File: src/rtl/hfe_pkg.sv
package hfe_pkg;

  // window geometry and store sizing
  localparam int WINDOW      = 24;
  localparam int VALUE_BITS  = 18;
  localparam int STORE_DEPTH = WINDOW * WINDOW;
  localparam int ADDR_BITS   = $clog2(STORE_DEPTH);

  // fixed field widths
  localparam int COORD_BITS  = 5;
  localparam int KIND_BITS   = 3;
  localparam int ENTRY_BITS  = 18;
  localparam int FV_BITS     = 23;
  localparam int STATUS_BITS = 2;

  // accumulator holds up to 16 weighted corner values plus sign
  localparam int ACC_BITS    = VALUE_BITS + 6;
  localparam int SAT_BITS    = ACC_BITS + FV_BITS;

  // boundary lines are coordinate sums, one bit wider than a coordinate
  localparam int LINE_BITS   = COORD_BITS + 1;
  localparam int STEP_BITS   = 4;

  // action codes
  localparam logic ACT_WRITE = 1'b0;
  localparam logic ACT_EVAL  = 1'b1;

  // feature kinds
  localparam logic [KIND_BITS-1:0] KIND_VPAIR   = 3'd0;
  localparam logic [KIND_BITS-1:0] KIND_HPAIR   = 3'd1;
  localparam logic [KIND_BITS-1:0] KIND_COLS3   = 3'd2;
  localparam logic [KIND_BITS-1:0] KIND_ROWS3   = 3'd3;
  localparam logic [KIND_BITS-1:0] KIND_CHECKER = 3'd4;

  // result status codes
  localparam logic [STATUS_BITS-1:0] STAT_OK    = 2'd0;
  localparam logic [STATUS_BITS-1:0] STAT_RANGE = 2'd1;
  localparam logic [STATUS_BITS-1:0] STAT_SIZE  = 2'd2;

  // boundary line selectors, a line value p addresses corner p-1
  localparam int LN_COUNT = 5;
  localparam logic [2:0] LN_START  = 3'd0;
  localparam logic [2:0] LN_HALF   = 3'd1;
  localparam logic [2:0] LN_THIRD1 = 3'd2;
  localparam logic [2:0] LN_THIRD2 = 3'd3;
  localparam logic [2:0] LN_END    = 3'd4;

  typedef struct packed {
    logic                   action;
    logic [COORD_BITS-1:0]  pos_x;
    logic [COORD_BITS-1:0]  pos_y;
    logic [COORD_BITS-1:0]  rect_width;
    logic [COORD_BITS-1:0]  rect_height;
    logic [KIND_BITS-1:0]   feature_kind;
    logic [ENTRY_BITS-1:0]  entry_value;
  } in_t;

  typedef struct packed {
    logic signed [FV_BITS-1:0] feature_value;
    logic [STATUS_BITS-1:0]    status;
  } out_t;

  typedef struct packed {
    logic capture;
    logic write;
    logic issue;
    logic load_out;
  } dp_cmd_t;

  typedef struct packed {
    logic err;
    logic last;
  } dp_stat_t;

  typedef enum logic [1:0] {
    S_IDLE,
    S_ISSUE,
    S_FLUSH,
    S_DONE
  } fsm_state_t;

  typedef struct packed {
    logic [2:0]        row_sel;
    logic [2:0]        col_sel;
    logic signed [3:0] weight;
  } corner_t;

  function automatic corner_t mk_corner(input logic [2:0] r, input logic [2:0] c,
                                        input logic signed [3:0] w);
    corner_t t;
    t.row_sel = r;
    t.col_sel = c;
    t.weight  = w;
    return t;
  endfunction

  // number of corner reads per feature kind
  function automatic logic [STEP_BITS-1:0] corner_count(input logic [KIND_BITS-1:0] kind);
    logic [STEP_BITS-1:0] n;
    case (kind)
      KIND_VPAIR, KIND_HPAIR: n = 4'd6;
      KIND_COLS3, KIND_ROWS3: n = 4'd8;
      KIND_CHECKER:           n = 4'd9;
      default:                n = 4'd1;
    endcase
    return n;
  endfunction

  // corner line pair and weight for each read of each kind
  function automatic corner_t corner_at(input logic [KIND_BITS-1:0] kind,
                                        input logic [STEP_BITS-1:0] step);
    corner_t c;
    c = mk_corner(LN_START, LN_START, 4'sd0);
    case (kind)
      KIND_VPAIR: begin
        case (step)
          4'd0: c = mk_corner(LN_END,   LN_END,    4'sd1);
          4'd1: c = mk_corner(LN_END,   LN_START, -4'sd1);
          4'd2: c = mk_corner(LN_HALF,  LN_END,   -4'sd2);
          4'd3: c = mk_corner(LN_HALF,  LN_START,  4'sd2);
          4'd4: c = mk_corner(LN_START, LN_END,    4'sd1);
          4'd5: c = mk_corner(LN_START, LN_START, -4'sd1);
          default: ;
        endcase
      end
      KIND_HPAIR: begin
        case (step)
          4'd0: c = mk_corner(LN_END,   LN_HALF,   4'sd2);
          4'd1: c = mk_corner(LN_START, LN_HALF,  -4'sd2);
          4'd2: c = mk_corner(LN_END,   LN_START, -4'sd1);
          4'd3: c = mk_corner(LN_START, LN_START,  4'sd1);
          4'd4: c = mk_corner(LN_END,   LN_END,   -4'sd1);
          4'd5: c = mk_corner(LN_START, LN_END,    4'sd1);
          default: ;
        endcase
      end
      KIND_COLS3: begin
        case (step)
          4'd0: c = mk_corner(LN_END,   LN_END,     4'sd1);
          4'd1: c = mk_corner(LN_START, LN_END,    -4'sd1);
          4'd2: c = mk_corner(LN_END,   LN_START,  -4'sd1);
          4'd3: c = mk_corner(LN_START, LN_START,   4'sd1);
          4'd4: c = mk_corner(LN_END,   LN_THIRD2, -4'sd3);
          4'd5: c = mk_corner(LN_START, LN_THIRD2,  4'sd3);
          4'd6: c = mk_corner(LN_END,   LN_THIRD1,  4'sd3);
          4'd7: c = mk_corner(LN_START, LN_THIRD1, -4'sd3);
          default: ;
        endcase
      end
      KIND_ROWS3: begin
        case (step)
          4'd0: c = mk_corner(LN_END,    LN_END,    4'sd1);
          4'd1: c = mk_corner(LN_START,  LN_END,   -4'sd1);
          4'd2: c = mk_corner(LN_END,    LN_START, -4'sd1);
          4'd3: c = mk_corner(LN_START,  LN_START,  4'sd1);
          4'd4: c = mk_corner(LN_THIRD2, LN_END,   -4'sd3);
          4'd5: c = mk_corner(LN_THIRD1, LN_END,    4'sd3);
          4'd6: c = mk_corner(LN_THIRD2, LN_START,  4'sd3);
          4'd7: c = mk_corner(LN_THIRD1, LN_START, -4'sd3);
          default: ;
        endcase
      end
      KIND_CHECKER: begin
        case (step)
          4'd0: c = mk_corner(LN_HALF,  LN_END,    4'sd2);
          4'd1: c = mk_corner(LN_START, LN_END,   -4'sd1);
          4'd2: c = mk_corner(LN_HALF,  LN_HALF,  -4'sd4);
          4'd3: c = mk_corner(LN_START, LN_HALF,   4'sd2);
          4'd4: c = mk_corner(LN_END,   LN_HALF,   4'sd2);
          4'd5: c = mk_corner(LN_END,   LN_START, -4'sd1);
          4'd6: c = mk_corner(LN_HALF,  LN_START,  4'sd2);
          4'd7: c = mk_corner(LN_START, LN_START, -4'sd1);
          4'd8: c = mk_corner(LN_END,   LN_END,   -4'sd1);
          default: ;
        endcase
      end
      default: ;
    endcase
    return c;
  endfunction

endpackage

File: src/rtl/hfe_ctrl.sv
module hfe_ctrl (
  input  logic              clk,
  input  logic              rst_n,
  input  logic              in_valid,
  input  logic              in_action,
  output logic              in_ready,
  output logic              out_valid,
  input  logic              out_ready,
  input  hfe_pkg::dp_stat_t stat,
  output hfe_pkg::dp_cmd_t  cmd
);
  import hfe_pkg::*;

  fsm_state_t state_r, state_nxt;
  logic       out_valid_r, out_valid_nxt;

  always_ff @(posedge clk) begin
    if (!rst_n) begin
      state_r     <= S_IDLE;
      out_valid_r <= 1'b0;
    end else begin
      state_r     <= state_nxt;
      out_valid_r <= out_valid_nxt;
    end
  end

  always_comb begin
    state_nxt = state_r;
    cmd       = '0;
    in_ready  = 1'b0;
    unique case (state_r)
      S_IDLE: begin
        in_ready = 1'b1;
        if (in_valid) begin
          if (in_action == ACT_EVAL) begin
            cmd.capture = 1'b1;
            state_nxt   = S_ISSUE;
          end else begin
            cmd.write = 1'b1;
          end
        end
      end
      S_ISSUE: begin
        if (stat.err) begin
          state_nxt = S_DONE;
        end else begin
          cmd.issue = 1'b1;
          if (stat.last) begin
            state_nxt = S_FLUSH;
          end
        end
      end
      // last corner value is summed in this cycle
      S_FLUSH: begin
        state_nxt = S_DONE;
      end
      S_DONE: begin
        if (!out_valid_r || out_ready) begin
          cmd.load_out = 1'b1;
          state_nxt    = S_IDLE;
        end
      end
      default: state_nxt = S_IDLE;
    endcase

    if (cmd.load_out) begin
      out_valid_nxt = 1'b1;
    end else if (out_ready) begin
      out_valid_nxt = 1'b0;
    end else begin
      out_valid_nxt = out_valid_r;
    end
  end

  assign out_valid = out_valid_r;

endmodule

File: config.mk
export PLATFORM = sky130hd
export DESIGN_NAME = hfe_ctrl
export DESIGN_NICKNAME = d
export VERILOG_FILES = /design/src/rtl/hfe_pkg.sv /design/src/rtl/hfe_ctrl.sv
export SDC_FILE = /design/constraint.sdc
export NUM_CORES = 1
export LEC_CHECK = 0
export ABC_AREA = 1
export BUFFER_PORTS_ARGS = -buffer_cell sky130_fd_sc_hd__buf_2
export CORE_AREA = 2 2 39 41
export DETAILED_ROUTE_END_ITERATION = 16
export DIE_AREA = 0 0 41 43
export HOLD_SLACK_MARGIN = 0.08
export MAX_ROUTING_LAYER = met4
export RECOVER_POWER = 50
export SLEW_MARGIN = 20
export SYNTH_ARGS = -nofsm -noshare
export SYNTH_HDL_FRONTEND = slang
export SYNTH_SLANG_ARGS = --single-unit
File: constraint.sdc
create_clock -name clk -period 1.4 [get_ports clk]
set_clock_uncertainty 0.05 [all_clocks]
set_input_delay 0.14 -clock clk [delete_from_list [all_inputs] [get_ports clk]]
set_output_delay 0.14 -clock clk [all_outputs]
set_load 0.005 [all_outputs]
# == After elaboration in Yosys (flattened, before gate mapping) ==
# Index checks and enable logic that the tools add are counted.
# word_totals
reg_bits,3
input_bits,7
word_cells,31
# classes
n_eq_ne,7
n_mux,17
n_reduce_logical,5
# ops
operator,count
2-to-1 mux 2 bit,7
2-to-1 mux 1 bit,9
one-hot mux 2 bit (4 select lines),1
"inequality test 2 bit, second input constant",3
"equality test 2 bit, second input constant",2
AND reduction 4 bit,1
"inequality test 3 bit, second input constant",1
"equality test 2 x 1 -> 1 bit, second input constant",1
logical NOT 2 bit,1
nonzero test 2 bit,1
logical NOT 1 bit,1
logical OR 1 bit,1

# == Depth between registers and ports, before layout ==
# depth
depth_word,5
mapped_depth,7
ltp_nobuf,7

# == Worst setup path after synthesis ==
# OpenSTA, ideal clock, no wires.
# synth_path
kind,reg-to-reg
start,register state_r[0]
end,register state_r[0]
setup_ns,0.113
arrival_ns,0.987
required_time_ns,1.237
slack_ns,0.250
stages_incl_launch_ff,7
n_path_buf,0
period_less_slack_ns,1.150
path_cell_list,dfxtp_1 inv_1 ha_1 nand2_1 nand3_2 nor2_1 nor2_1
# synth_between
elab_chain_cells,3
# synth_rtl
element,line_no,source
"start, declared",hfe_ctrl.sv:14,"fsm_state_t state_r, state_nxt;"
"start signal, assigned",hfe_ctrl.sv:22,state_r <= state_nxt;
equality test 2 x 1 -> 1 bit (tied with other cells),hfe_ctrl.sv:31,unique case (state_r)
inequality test 3 bit (no line) or inequality test 2 bit (tied branches),--,
AND reduction 4 bit (no line),--,
# Parallel ways exist; a longest one is shown, timed or not.
# A chain may end at the register's enable or synchronous reset.

==> out/results.ini <==
[synth]
synthesis.area_um2 = 236
synth.avg_cell_area_um2 = 6.57
syn_inst = 36
synth_largest_area_cell = dfxtp_1
ys_warn_count = 0
synth_cell_types = 11
synth_area_leaders = dfxtp_1, ha_1, nand2_1, nor2_1, inv_1
ys_ff_latch = 3
synth.net_count = 46
yosys.area.top_type_share_pct = 25.4
ys_seq_area_share_pct = 25.4

[global_route]
antenna_found_initial = 0
grt-ovfl-total = 0
grt_max_degree = 6
grt_usage_pct = 6.68
grt_pass1_wl_um = 683
grt_pass1_vias = 203

[hold_path]
hold_end = state_r[0]
min_path_type = in -> reg
worstHoldPathCells = 3
min-delay-start = rst_n

[critical_path]
cp.required_ps = 1210
timing.rr.start = state_r[1]
crit_top_cell = inv_1
crit_fanout = 4
r2r_end = state_r[0]
startpoint_type = flip-flop
path_class = reg -> out
r2r_cells = 6
cp.arrival_ps = 1120
critical_path.slowest_cell = dfxtp_1
slowest_delay_ps = 300
crit_chain = inv_1, ha_1, inv_1, nor2_1, buf_2
cp-end-kind = output pin
reg2reg_slack_ps = 220

[cts]
root_buffer = clkbuf_4
htree_num_levels = 1
path_clk_slew_ps = 40
cts_tree = built
clock_latency_ps = 230
clock_path_buffers = 2
cts_buffers = 3
postCtsSetupRepairBufs = 0
cts_num_sinks = 3

[cells_and_area]
area_delta_synth_final_pct = 45.0
fillers = 162
layout-drive-gt1-share_pct = 33.3
n_antenna_cell = 0
final_cells = 67
nets = 62
fin_area_um2 = 343

[routing]
routed_wl_um = 482
drtIter0Drc = 1
wl_per_cell_um = 7.19
drc_errors = 0
drt_first_pass_iters = 4
drtAntennaViolNets = 0
num_vias = 252
avgViaCountPerCell = 3.76

[pwr]
leakage_nw = 0.182
ir_worst_vdd_v = 0.000625
fin_total_pwr_mw = 0.617
p_per_area_nw_per_um2 = 1800

[floorplanning]
fp.dieW_um = 41
core_area_um2 = 1380
die_h_um = 43
io_pins = 13
num_rows = 14
initial_core_util_pct = 17.1
die-area_um2 = 1760

[placement]
detailed_place.area_um2 = 309
portBuffers = 12
place_inst = 63
globalplace.congestion = 0.644
dpl.hpwl_um = 397

[sta]
worst_pin_slew_ps = 165
max_clock_freq_mhz = 764
maxSlewHeadroom_pct = 89.0
fin_crit_ps = 1310
hold_viol_final = 0
finalMaxSlewViolations = 0
rsz0062_at_grt = false
holdWs_ps = 110
final-setup-viol-count = 0
finalSetupTns_ps = 0
post-route-period-util_pct = 93.5

[run_status]
status = finished, final reports clean

[job]
cap_violations = 0

-- cells by family (layout without fill, tap and decap cells) --
| group | Yosys count | count (layout) | share of synthesized area (%) |
|---|---|---|---|
| DFF | 3 | 3 | 25.4 |
| and+or+nand+nor | 20 | 20 | 37.6 |
| adders and majority gates | 3 | 3 | 15.9 |
| AOI/OAI and AO/OA | 3 | 3 | 8.47 |
| buffers and inverters | 7 | 22 | 12.7 |
-- cells in the mapped netlist (all sizes together) --
master	n
nor2	8
inv	6
a21boi	1
dfxtp	3
a21oi	1
nand2	9
o211ai	1
buf	1
nand3	3
ha	3
-- power by group --
group | switching, mW | internal [mW]
sequential | 0.0260 | 0.119
combinational | 0.175 | 0.145
clock | 0.0440 | 0.107
-- worst max-delay path by stage --
stage / start / to / slack [ps] / cells past startpoint
after floorplan: state_r[0] / state_r[0] / 250 / 6
after detailed placement: state_r[0] / state_r[0] / 180 / 6
after global routing: state_r[1] / cmd[1] / 6 / 5
final: state_r[1] / cmd[1] / 90 / 5
after global placement: state_r[0] / state_r[0] / 170 / 6
after CTS: state_r[0] / cmd[3] / 10 / 5
-- flip-flops by register name, indices dropped and copies added (netlist names) --
signal     count
out_valid      1
state_r        2
-- repair_timing --
| item | in CTS | in global routing |
|---|---|---|
| setup endpoints to repair | 0 | 2 |
| resized for setup | 0 | 3 |
| hold buffers | 0 | 0 |
-- layout make-up --
| class | count | area, um2 | area share, % |
|---|---|---|---|
| inverters | 6 | 22.5 | 6.57 |
| repair buffers | 12 | 58.8 | 17.2 |
| well taps | 16 | 20.0 | 5.84 |
| clock buffers | 4 | 26.3 | 7.66 |
| multi-input cells | 26 | 154 | 44.9 |
| flip-flops and latches | 3 | 61.3 | 17.9 |
-- cells in the final DEF, fill, tap and decap left out --
master,Yosys,layout
ha_1,3,2
dfxtp_2,0,1
nand3_2,2,1
o211ai_1,1,1
nand2_1,9,9
clkbuf_4,0,3
a21boi_0,1,1
a21oi_1,1,1
buf_2,0,11
ha_4,0,1
nand3_1,1,2
dfxtp_1,3,2
nor2_1,8,8
inv_1,6,6
clkbuf_1,0,2
-- critical path: cells and delay by family, from the launching register on --
family,cells,cell delay (ps)
buf+inv,3,300
fa+ha+maj,1,210
flops,1,300
simple gates,1,70
-- metal layers --
layer | wire [um] | share of wire (%) | global-route usage [%] | vias up
met5 | 0 | 0 | - | -
met4 | 0 | 0 | 8.00 | 0
met3 | 36 | 7.5 | 4.71 | 0
met2 | 202 | 42 | 8.13 | 8
met1 | 243 | 50 | 5.77 | 103
li1 | - | - | - | 141
-- through the flow --
step	util, %	setup WS, ps
finish	24.8	90.7
detailed placement	22.3	179
global placement	22.3	168
CTS	24.2	11.8
floorplan	-	250
global route	24.8	5.98
(Power assumes the default switching activity.)
